===== src/rtl/fwmm_pkg.sv =====
// Package with the constants, register indexes and root table of the fuzzy weighted min/max/mean unit.
package fwmm_pkg;

    localparam int Q_W          = 17;
    localparam int SUM_W        = 20;
    localparam int IDX_W        = 3;
    localparam int CFG_IDX_W    = 3;
    localparam int NUM_WEIGHTS  = 6;
    localparam int MAX_CRITERIA = 6;
    localparam int FRAC_BITS    = 24;
    localparam int MANT_W       = 32;
    localparam int ROOT_W       = 33;

    localparam logic [Q_W-1:0] ONE_Q16 = Q_W'(65536);

    localparam logic [CFG_IDX_W-1:0] REG_CRITERIA_COUNT = CFG_IDX_W'(0);
    localparam logic [CFG_IDX_W-1:0] REG_WEIGHT_FIRST   = CFG_IDX_W'(1);
    localparam logic [CFG_IDX_W-1:0] REG_WEIGHT_LAST    = CFG_IDX_W'(NUM_WEIGHTS);

    typedef logic [FRAC_BITS:0][ROOT_W-1:0] root_table_t;

    function automatic logic [63:0] isqrt64(input logic [63:0] v);
        logic [63:0] r;
        logic [63:0] b;
        logic [63:0] rem;
        r   = '0;
        b   = 64'h4000_0000_0000_0000;
        rem = v;
        for (int i = 0; i < 32; i++) begin
            if (rem >= r + b) begin
                rem = rem - (r + b);
                r   = (r >> 1) + b;
            end else begin
                r = r >> 1;
            end
            b = b >> 2;
        end
        return r;
    endfunction

    // Entry k holds 2^(-2^-k) in Q1.32; entry 0 is 1.0.
    function automatic root_table_t build_root_table();
        root_table_t t;
        logic [63:0] s;
        t[0] = ROOT_W'(64'h1_0000_0000);
        s    = isqrt64(64'h8000_0000_0000_0000);
        t[1] = ROOT_W'(s);
        for (int k = 2; k <= FRAC_BITS; k++) begin
            s    = isqrt64({t[k-1][31:0], 32'd0});
            t[k] = ROOT_W'(s);
        end
        return t;
    endfunction

    localparam root_table_t ROOT_TABLE = build_root_table();

endpackage


===== src/rtl/fuzzy_weighted_min_max_mean_unit.sv =====
// Top level of the fuzzy weighted min/max/mean unit with its shared multiplier sequencer.
//
// Channel   Dir  Handshake          Payload
// s_        in   s_tvalid/s_tready  s_tdata: membership
// m_        out  m_tvalid/m_tready  m_tdata: and_value, or_value, mean_value
// cfg_      in   cfg_valid/cfg_ready cfg_index, cfg_data
//
// A membership value is worked through the log, scale, exp, round and accumulate states before the next
// one can be taken, or only the accumulate state when the weight or value makes the power trivial; the
// 33x32 multiplier is shared by 24 log squaring steps, one scaling step and 24 root steps.
// The value that closes a pixel also passes through the bit-serial mean division and the output load,
// and waits further while an earlier result has not been taken.
// Reset is synchronous and active low; configuration writes are always accepted.
module fuzzy_weighted_min_max_mean_unit
    import fwmm_pkg::*;
#(
    parameter int CRITERIA_MAX = MAX_CRITERIA
)
(
    input  logic                 aclk,
    input  logic                 aresetn,
    input  logic                 s_tvalid,
    output logic                 s_tready,
    input  logic [23:0]          s_tdata,   // [16:0] membership
    output logic                 m_tvalid,
    input  logic                 m_tready,
    output logic [55:0]          m_tdata,   // [16:0] and_value, [33:17] or_value,
                                            // [50:34] mean_value
    input  logic                 cfg_valid,
    output logic                 cfg_ready,
    input  logic [CFG_IDX_W-1:0] cfg_index,
    input  logic [Q_W-1:0]       cfg_data
);

    typedef enum logic [7:0] {
        ST_IDLE  = 8'b0000_0001,
        ST_LOG   = 8'b0000_0010,
        ST_SCALE = 8'b0000_0100,
        ST_EXP   = 8'b0000_1000,
        ST_ROUND = 8'b0001_0000,
        ST_ACCUM = 8'b0010_0000,
        ST_DIV   = 8'b0100_0000,
        ST_EMIT  = 8'b1000_0000
    } state_t;

    state_t                state_reg;
    logic [IDX_W-1:0]      count_cfg_reg;
    logic [Q_W-1:0]        weight_reg [NUM_WEIGHTS];
    logic [IDX_W-1:0]      idx_reg;
    logic [Q_W-1:0]        running_min_reg;
    logic [Q_W-1:0]        running_max_reg;
    logic [SUM_W-1:0]      running_sum_reg;

    logic [Q_W-1:0]        w_reg;
    logic [3:0]            e_reg;
    logic [MANT_W-1:0]     m_reg;
    logic [FRAC_BITS-1:0]  f_reg;
    logic [4:0]            step_reg;
    logic [5:0]            n_reg;
    logic [FRAC_BITS-1:0]  g_reg;
    logic [ROOT_W-1:0]     r_reg;
    logic [Q_W-1:0]        v_reg;
    logic [SUM_W-1:0]      q_reg;
    logic [IDX_W-1:0]      rem_reg;
    logic [IDX_W-1:0]      div_count_reg;

    logic                  m_tvalid_reg;
    logic [Q_W-1:0]        and_reg;
    logic [Q_W-1:0]        or_reg;
    logic [Q_W-1:0]        mean_reg;

    logic [Q_W-1:0]        x_raw;
    logic [Q_W-1:0]        x_sat;
    logic [Q_W-1:0]        w_raw;
    logic [Q_W-1:0]        w_sat;
    logic                  trivial;
    logic [Q_W-1:0]        trivial_value;
    logic [3:0]            e_top;
    logic [28:0]           lmag;
    logic [ROOT_W-1:0]     mul_a;
    logic [MANT_W-1:0]     mul_b;
    logic [64:0]           mul_p;
    logic [32:0]           sq;
    logic [33:0]           rnd_sum;
    logic [33:0]           rnd_shift;
    logic [Q_W-1:0]        v_round;
    logic [IDX_W-1:0]      count_eff;
    logic [IDX_W-1:0]      idx_inc;
    logic                  pixel_done;
    logic [Q_W-1:0]        min_next;
    logic [Q_W-1:0]        max_next;
    logic [SUM_W-1:0]      sum_next;
    logic [IDX_W:0]        trial;
    logic                  s_accept;

    assign s_tready  = (state_reg == ST_IDLE);
    assign s_accept  = s_tvalid && s_tready;
    assign cfg_ready = 1'b1;
    assign m_tvalid  = m_tvalid_reg;
    assign m_tdata   = {5'd0, mean_reg, or_reg, and_reg};

    always_comb begin
        x_raw = s_tdata[Q_W-1:0];
        x_sat = (x_raw > ONE_Q16) ? ONE_Q16 : x_raw;
        w_raw = ONE_Q16;
        if (idx_reg < IDX_W'(NUM_WEIGHTS)) begin
            w_raw = weight_reg[idx_reg];
        end
        w_sat = (w_raw > ONE_Q16) ? ONE_Q16 : w_raw;

        trivial       = 1'b1;
        trivial_value = ONE_Q16;
        if (w_sat == '0) begin
            trivial_value = ONE_Q16;
        end else if (x_sat == '0) begin
            trivial_value = '0;
        end else if (x_sat == ONE_Q16) begin
            trivial_value = ONE_Q16;
        end else if (w_sat == ONE_Q16) begin
            trivial_value = x_sat;
        end else begin
            trivial = 1'b0;
        end

        e_top = '0;
        for (int i = 0; i < 16; i++) begin
            if (x_sat[i]) begin
                e_top = 4'(i);
            end
        end
    end

    assign lmag = {5'd16 - {1'b0, e_reg}, 24'd0} - {5'd0, f_reg};

    always_comb begin
        mul_a = '0;
        mul_b = '0;
        unique case (state_reg)
            ST_LOG: begin
                mul_a = {1'b0, m_reg};
                mul_b = m_reg;
            end
            ST_SCALE: begin
                mul_a = {4'd0, lmag};
                mul_b = {15'd0, w_reg};
            end
            ST_EXP: begin
                mul_a = r_reg;
                mul_b = ROOT_TABLE[step_reg][MANT_W-1:0];
            end
            default: begin
                mul_a = '0;
                mul_b = '0;
            end
        endcase
        mul_p = {32'd0, mul_a} * {33'd0, mul_b};
        sq    = mul_p[63:31];
    end

    always_comb begin
        rnd_sum   = {1'b0, r_reg} + (34'd1 << (7'd15 + {1'b0, n_reg}));
        rnd_shift = rnd_sum >> (7'd16 + {1'b0, n_reg});
        if (n_reg >= 6'd18) begin
            v_round = '0;
        end else if (rnd_shift > {17'd0, ONE_Q16}) begin
            v_round = ONE_Q16;
        end else begin
            v_round = rnd_shift[Q_W-1:0];
        end
    end

    always_comb begin
        if (count_cfg_reg == '0) begin
            count_eff = IDX_W'(1);
        end else if (count_cfg_reg > IDX_W'(CRITERIA_MAX)) begin
            count_eff = IDX_W'(CRITERIA_MAX);
        end else begin
            count_eff = count_cfg_reg;
        end
        idx_inc    = idx_reg + IDX_W'(1);
        pixel_done = (idx_inc >= count_eff) || (idx_inc == '0);

        if (idx_reg == '0) begin
            min_next = v_reg;
            max_next = v_reg;
            sum_next = {3'd0, v_reg};
        end else begin
            min_next = (v_reg < running_min_reg) ? v_reg : running_min_reg;
            max_next = (v_reg > running_max_reg) ? v_reg : running_max_reg;
            sum_next = running_sum_reg + {3'd0, v_reg};
        end

        trial = {rem_reg, q_reg[SUM_W-1]};
    end

    always_ff @(posedge aclk) begin
        if (!aresetn) begin
            count_cfg_reg <= IDX_W'(1);
            for (int i = 0; i < NUM_WEIGHTS; i++) begin
                weight_reg[i] <= ONE_Q16;
            end
        end else if (cfg_valid && cfg_ready) begin
            if (cfg_index == REG_CRITERIA_COUNT) begin
                count_cfg_reg <= cfg_data[IDX_W-1:0];
            end else if (cfg_index >= REG_WEIGHT_FIRST && cfg_index <= REG_WEIGHT_LAST) begin
                weight_reg[cfg_index - REG_WEIGHT_FIRST] <= cfg_data;
            end
        end
    end

    always_ff @(posedge aclk) begin
        if (!aresetn) begin
            state_reg       <= ST_IDLE;
            idx_reg         <= '0;
            running_min_reg <= '0;
            running_max_reg <= '0;
            running_sum_reg <= '0;
            m_tvalid_reg    <= 1'b0;
        end else begin
            if (m_tvalid_reg && m_tready && state_reg != ST_EMIT) begin
                m_tvalid_reg <= 1'b0;
            end
            unique case (state_reg)
                ST_IDLE: begin
                    if (s_accept) begin
                        w_reg    <= w_sat;
                        e_reg    <= e_top;
                        m_reg    <= MANT_W'({15'd0, x_sat} << (5'd31 - {1'b0, e_top}));
                        f_reg    <= '0;
                        step_reg <= '0;
                        v_reg    <= trivial_value;
                        state_reg <= trivial ? ST_ACCUM : ST_LOG;
                    end
                end
                ST_LOG: begin
                    if (sq[32]) begin
                        m_reg <= sq[32:1];
                    end else begin
                        m_reg <= sq[31:0];
                    end
                    f_reg <= {f_reg[FRAC_BITS-2:0], sq[32]};
                    if (step_reg == 5'(FRAC_BITS - 1)) begin
                        state_reg <= ST_SCALE;
                    end else begin
                        step_reg <= step_reg + 5'd1;
                    end
                end
                ST_SCALE: begin
                    n_reg     <= mul_p[45:40];
                    g_reg     <= mul_p[39:16];
                    r_reg     <= ROOT_TABLE[0];
                    step_reg  <= 5'd1;
                    state_reg <= ST_EXP;
                end
                ST_EXP: begin
                    if (g_reg[FRAC_BITS-1]) begin
                        r_reg <= mul_p[64:32];
                    end
                    g_reg <= {g_reg[FRAC_BITS-2:0], 1'b0};
                    if (step_reg == 5'(FRAC_BITS)) begin
                        state_reg <= ST_ROUND;
                    end else begin
                        step_reg <= step_reg + 5'd1;
                    end
                end
                ST_ROUND: begin
                    v_reg     <= v_round;
                    state_reg <= ST_ACCUM;
                end
                ST_ACCUM: begin
                    running_min_reg <= min_next;
                    running_max_reg <= max_next;
                    running_sum_reg <= sum_next;
                    if (pixel_done) begin
                        idx_reg       <= '0;
                        q_reg         <= sum_next;
                        rem_reg       <= '0;
                        div_count_reg <= count_eff;
                        step_reg      <= '0;
                        state_reg     <= ST_DIV;
                    end else begin
                        idx_reg   <= idx_inc;
                        state_reg <= ST_IDLE;
                    end
                end
                ST_DIV: begin
                    if (trial >= {1'b0, div_count_reg}) begin
                        rem_reg <= IDX_W'(trial - {1'b0, div_count_reg});
                        q_reg   <= {q_reg[SUM_W-2:0], 1'b1};
                    end else begin
                        rem_reg <= trial[IDX_W-1:0];
                        q_reg   <= {q_reg[SUM_W-2:0], 1'b0};
                    end
                    if (step_reg == 5'(SUM_W - 1)) begin
                        state_reg <= ST_EMIT;
                    end else begin
                        step_reg <= step_reg + 5'd1;
                    end
                end
                ST_EMIT: begin
                    if (!m_tvalid_reg || m_tready) begin
                        and_reg      <= running_min_reg;
                        or_reg       <= running_max_reg;
                        mean_reg     <= q_reg[Q_W-1:0];
                        m_tvalid_reg <= 1'b1;
                        state_reg    <= ST_IDLE;
                    end
                end
                default: begin
                    state_reg <= ST_IDLE;
                end
            endcase
        end
    end

`ifndef SYNTHESIS
    // The criterion index never reaches the largest allowed count.
    assert property (@(posedge aclk) disable iff (!aresetn)
        idx_reg < IDX_W'(CRITERIA_MAX))
        else $error("criterion index out of range");

    // Within a pixel the running minimum never exceeds the running maximum.
    assert property (@(posedge aclk) disable iff (!aresetn)
        idx_reg != '0 |-> running_min_reg <= running_max_reg)
        else $error("running minimum above running maximum");

    // An accepted request starts work, so no second request follows at once.
    assert property (@(posedge aclk) disable iff (!aresetn)
        s_accept |=> !s_tready)
        else $error("request accepted while busy");

    // A result appears only when the sequencer loads the output register.
    assert property (@(posedge aclk) disable iff (!aresetn)
        $rose(m_tvalid_reg) |-> $past(state_reg == ST_EMIT))
        else $error("result raised outside the output load");

    // A shown result is ordered and within one.
    assert property (@(posedge aclk) disable iff (!aresetn)
        m_tvalid_reg |-> (and_reg <= or_reg) && (or_reg <= ONE_Q16))
        else $error("result fields out of order or range");
`endif

endmodule


===== config.mk =====
export PLATFORM = sky130hd
export DESIGN_NAME = fuzzy_weighted_min_max_mean_unit
export DESIGN_NICKNAME = d
export VERILOG_FILES = /design/src/rtl/fwmm_pkg.sv /design/src/rtl/fuzzy_weighted_min_max_mean_unit.sv
export SDC_FILE = /design/constraint.sdc
export NUM_CORES = 2
export LEC_CHECK = 0
export ABC_AREA = 1
export BUFFER_PORTS_ARGS = -buffer_cell sky130_fd_sc_hd__buf_2
export CAP_MARGIN = 20
export CORE_UTILIZATION = 60
export CTS_CLUSTER_DIAMETER = 120
export DETAILED_ROUTE_END_ITERATION = 7
export GPL_ROUTABILITY_DRIVEN = 1
export PLACE_DENSITY = 0.9
export SLEW_MARGIN = 25
export SYNTH_ARGS = -nofsm -noshare
export SYNTH_HDL_FRONTEND = slang
export SYNTH_SLANG_ARGS = --single-unit

===== constraint.sdc =====
create_clock -name aclk -period 8.3 [get_ports aclk]
set_clock_uncertainty 0.2 [all_clocks]
set_input_delay 0.83 -clock aclk [delete_from_list [all_inputs] [get_ports aclk]]
set_output_delay 0.83 -clock aclk [all_outputs]
set_load 0.02 [all_outputs]

==> out/metrics.json <==
{
  "drt_first_iter_violations": {"value": 7405},
  "drt-vias-per-instance": {"value": 5.96},
  "synth_to_final_area_change": {"value": 23.1, "unit": "%"},
  "rr_worst_depth": {"value": 54},
  "synthesis.area_per_instance": {"value": 8.14, "unit": "sq um"},
  "crit_buf_inv": {"value": 14},
  "drv.max_cap_violation_count": {"value": 0},
  "count_of_flip_flops_with_a_built_in_enable_after_synthesis": {"value": 375},
  "worstPathRequired": {"value": 8440, "unit": "ps"},
  "flop2flop_setup_slack": {"value": -1490, "unit": "ps"},
  "yosysTopAreaCellShare": {"value": 0.306},
  "cts_tree": {"value": "yes"},
  "slowest_stage_cell_cp": {"value": "fa_1"},
  "postSynth.asyncResetShare": {"value": 0},
  "holdCritPathClass": {"value": "reg2reg"},
  "clk_path_buf_depth": {"value": 3},
  "numCtsBuffers": {"value": 43},
  "clkSinkCount": {"value": 479},
  "crit_arrival": {"value": 9930, "unit": "ps"},
  "worst_setup_path_start_kind": {"value": "flop"},
  "global_route.usage.total": {"value": 0.424},
  "yosys-top-cells-count": {"value": "inv_1, nand2_1, nor2_1"},
  "firstDrtPassIters": {"value": 6},
  "max_clock_freq": {"value": 102, "unit": "MHz"},
  "clock_pin_slew_of_the_registers_on_the_worst_case_setup_and_hold_paths": {"value": 70, "unit": "ps"},
  "outcome": {"value": "complete, but fails checks"},
  "drive_above_1_share": {"value": 0.210},
  "finalHoldViolations": {"value": 0},
  "crit_top_cell": {"value": "fa_1"},
  "die_h": {"value": 320, "unit": "um"},
  "endpoint": {"value": "m_reg[24]"},
  "via_count_of_the_first_global_routing_pass": {"value": 57333},
  "top_cells_by_area_synth": {"value": "fa_1, edfxtp_1, inv_1"},
  "timing.final.crit_share": {"value": 1.18},
  "io-pin-count": {"value": 108},
  "clock_insertion_delay_worst_skew": {"value": 580, "unit": "ps"},
  "gpl.final_weighted_congestion": {"value": 1.04},
  "cpPeakStageDelay": {"value": 550, "unit": "ps"},
  "grt_setup_unrepaired": {"value": "true"},
  "yosys.cell_types.count": {"value": 72},
  "violations": {"value": "negative setup slack"},
  "fin_crit": {"value": 9790, "unit": "ps"},
  "total_vias_in_the_final_route": {"value": 57092},
  "reg2reg_to": {"value": "m_reg[24]"},
  "global_route.overflow_total": {"value": 0},
  "setup.worst_path.end_class": {"value": "flop"},
  "worst_ir_drop_vdd": {"value": 0.190, "unit": "mV"},
  "critical_path.startpoint": {"value": "f_reg[0]"},
  "cts_root_buf": {"value": "clkbuf_16"},
  "r2r_start": {"value": "f_reg[0]"},
  "finalSetupViolations": {"value": 95},
  "routed_wl": {"value": 222, "unit": "mm"},
  "grt_start_max_net_pins": {"value": 71},
  "die_area": {"value": 102000, "unit": "sq um"},
  "fin_tns_setup": {"value": -116470, "unit": "ps"},
  "largest_register_ffs": {"value": 136},
  "ys_seq_elements": {"value": 479},
  "grt_antenna_before_repair": {"value": 8},
  "leading_cell_type_by_number_of_instances_after_synthesis": {"value": "inv_1"},
  "slew_violations": {"value": 0},
  "number_of_h_tree_levels": {"value": 2},
  "syn_area": {"value": 60600, "unit": "sq um"},
  "yosys.area.top_type": {"value": "fa_1"},
  "core_area": {"value": 100000, "unit": "sq um"},
  "synth-seq-area-share": {"value": 0.220},
  "post-route-drc-count": {"value": 0},
  "die_w": {"value": 320, "unit": "um"},
  "synthCells": {"value": 7449},
  "row_count": {"value": 116},
  "final.setup.worst_slack": {"value": -1490, "unit": "ps"},
  "ant_nets": {"value": 0},
  "power.leakage": {"value": 0.0359, "unit": "uW"},
  "starting_density": {"value": 0.605},
  "nNetsFinal": {"value": 9587},
  "cpLargestDelayFamily": {"value": "adder cells"},
  "synth_flop_cell": {"value": "edfxtp_1"},
  "tightest_slew": {"value": 1030, "unit": "ps"},
  "crit_path_max_fanout": {"value": 5},
  "grt_pass1_wl": {"value": 328, "unit": "mm"},
  "preCtsSetupSlack": {"value": -1660, "unit": "ps"},
  "port_buffers": {"value": 94},
  "detail_route.wl_per_cell": {"value": 23.2, "unit": "um"},
  "worst-setup-path-type": {"value": "reg2reg"},
  "place.detailed.hpwl": {"value": 175, "unit": "mm"},
  "yosys_warnings": {"value": 0},
  "max-slew-margin-rel": {"value": 0.311},
  "timing.critical_path.depth": {"value": 54},
  "power.density_cell_area": {"value": 105, "unit": "nW/um^2"}
}
==> worst register-to-register path: cells and delay by family (launching register included) <==
kind / cells / cell delay [ps]
adders and majority gates: 9 / 4240
and+or+nand+nor: 28 / 3010
buffers and inverters: 14 / 1080
AOI/OAI and AO/OA: 3 / 620
DFF: 1 / 430
==> stage by stage <==
step | instance area [sq um] | power [uW] | util | std cells | hold WS, ps
CTS | 72400 | 7630 | 0.723 | 9505 | 229
global route | 74600 | 8090 | 0.745 | 9573 | 234
detailed placement | 69000 | 5400 | 0.689 | 9386 | 213
global placement | 69000 | 5340 | 0.689 | 9386 | 212
finish | 74600 | 7860 | 0.745 | 9575 | 224
floorplan | 61100 | 4260 | - | 7466 | 208
==> kinds of logic (layout without fill, tap and decap cells) <==
kind of cell | Yosys count | after routing | synth area share
AO/OA/AOI/OAI | 785 | 785 | 0.0741
XOR/XNOR | 62 | 62 | 0.00896
adder cells (fa/ha/maj) | 1298 | 1298 | 0.383
buffers and inverters | 1878 | 2687 | 0.119
flip-flops | 479 | 479 | 0.220
other | 2 | 21 | 0.000124
AND/OR/NAND/NOR | 2945 | 2945 | 0.195
==> routing by layer <==
metal,global-route usage,vias to the layer above,share of wire
met2,0.642,4122,0.44
met5,0,-,0.00030
li1,-,24435,-
met1,0.562,27485,0.36
met3,0.111,1040,0.13
met4,0.225,10,0.069
==> timing repair <==
item / 4_1_cts / 5_1_grt
buffers inserted: 36 / 87
pin swaps: 102 / 264
hold buffers: 0 / 0
resized for setup: 381 / 467
cloned: 6 / 0
endpoints found under the setup margin: 95 / 96
==> worst min-delay path by stage <==
stage,startpoint,endpoint,slack (ps),cells past startpoint
global route,running_min_reg[9],and_reg[9],230,0
floorplan,running_min_reg[10],and_reg[10],210,0
global placement,running_min_reg[12],and_reg[12],210,0
finish,running_min_reg[1],and_reg[1],220,0
detailed placement,running_min_reg[9],and_reg[9],210,0
CTS,running_min_reg[9],and_reg[9],230,0
==> cells in the final DEF, fill, tap and decap left out, drive strengths merged, types with 7 or more instances in the layout <==
cell type  synthesis  final
ha               371    371
nand4             42     42
nor4              11     11
nor2             964    964
o211ai            44     44
o21ai            326    326
a21o              12     12
or2               13     13
a211oi             7      7
xor2              24     24
inv             1554   1558
xnor2             38     38
dfxtp            104    104
nor3              53     53
nand2           1532   1532
clkinv            20     37
o21a              13     13
a21oi            251    251
a221oi            10     10
conb               2     19
a21boi             8      8
nand3            309    309
o22ai             35     35
clkbuf           232     50
buf               72   1032
o221ai            10     10
fa               927    927
bufinv             0      8
a31oi             37     37
nand3b             9      9
edfxtp           375    375
and2               7      7
==> power breakdown <==
| part | internal [uW] | total, uW | switching, uW | leakage, uW |
|---|---|---|---|---|
| Clock | 1240 | 2200 | 963 | 0.000744 |
| Combinational | 879 | 2630 | 1750 | 0.0307 |
| Sequential | 2880 | 3040 | 157 | 0.00445 |
==> layout make-up <==
class                   instances  area (sq um)
multi-input cells            5109         43300
fillers                      6875         25500
flip-flops and latches        479         13300
repair buffers               1033          8850
inverters                    1574          5950
well taps                    1298          1620
clock buffers                  49          1120
clock inverters                31           387
diodes                          2          5.00
Note: power is estimated with default switching activity, not from simulation.
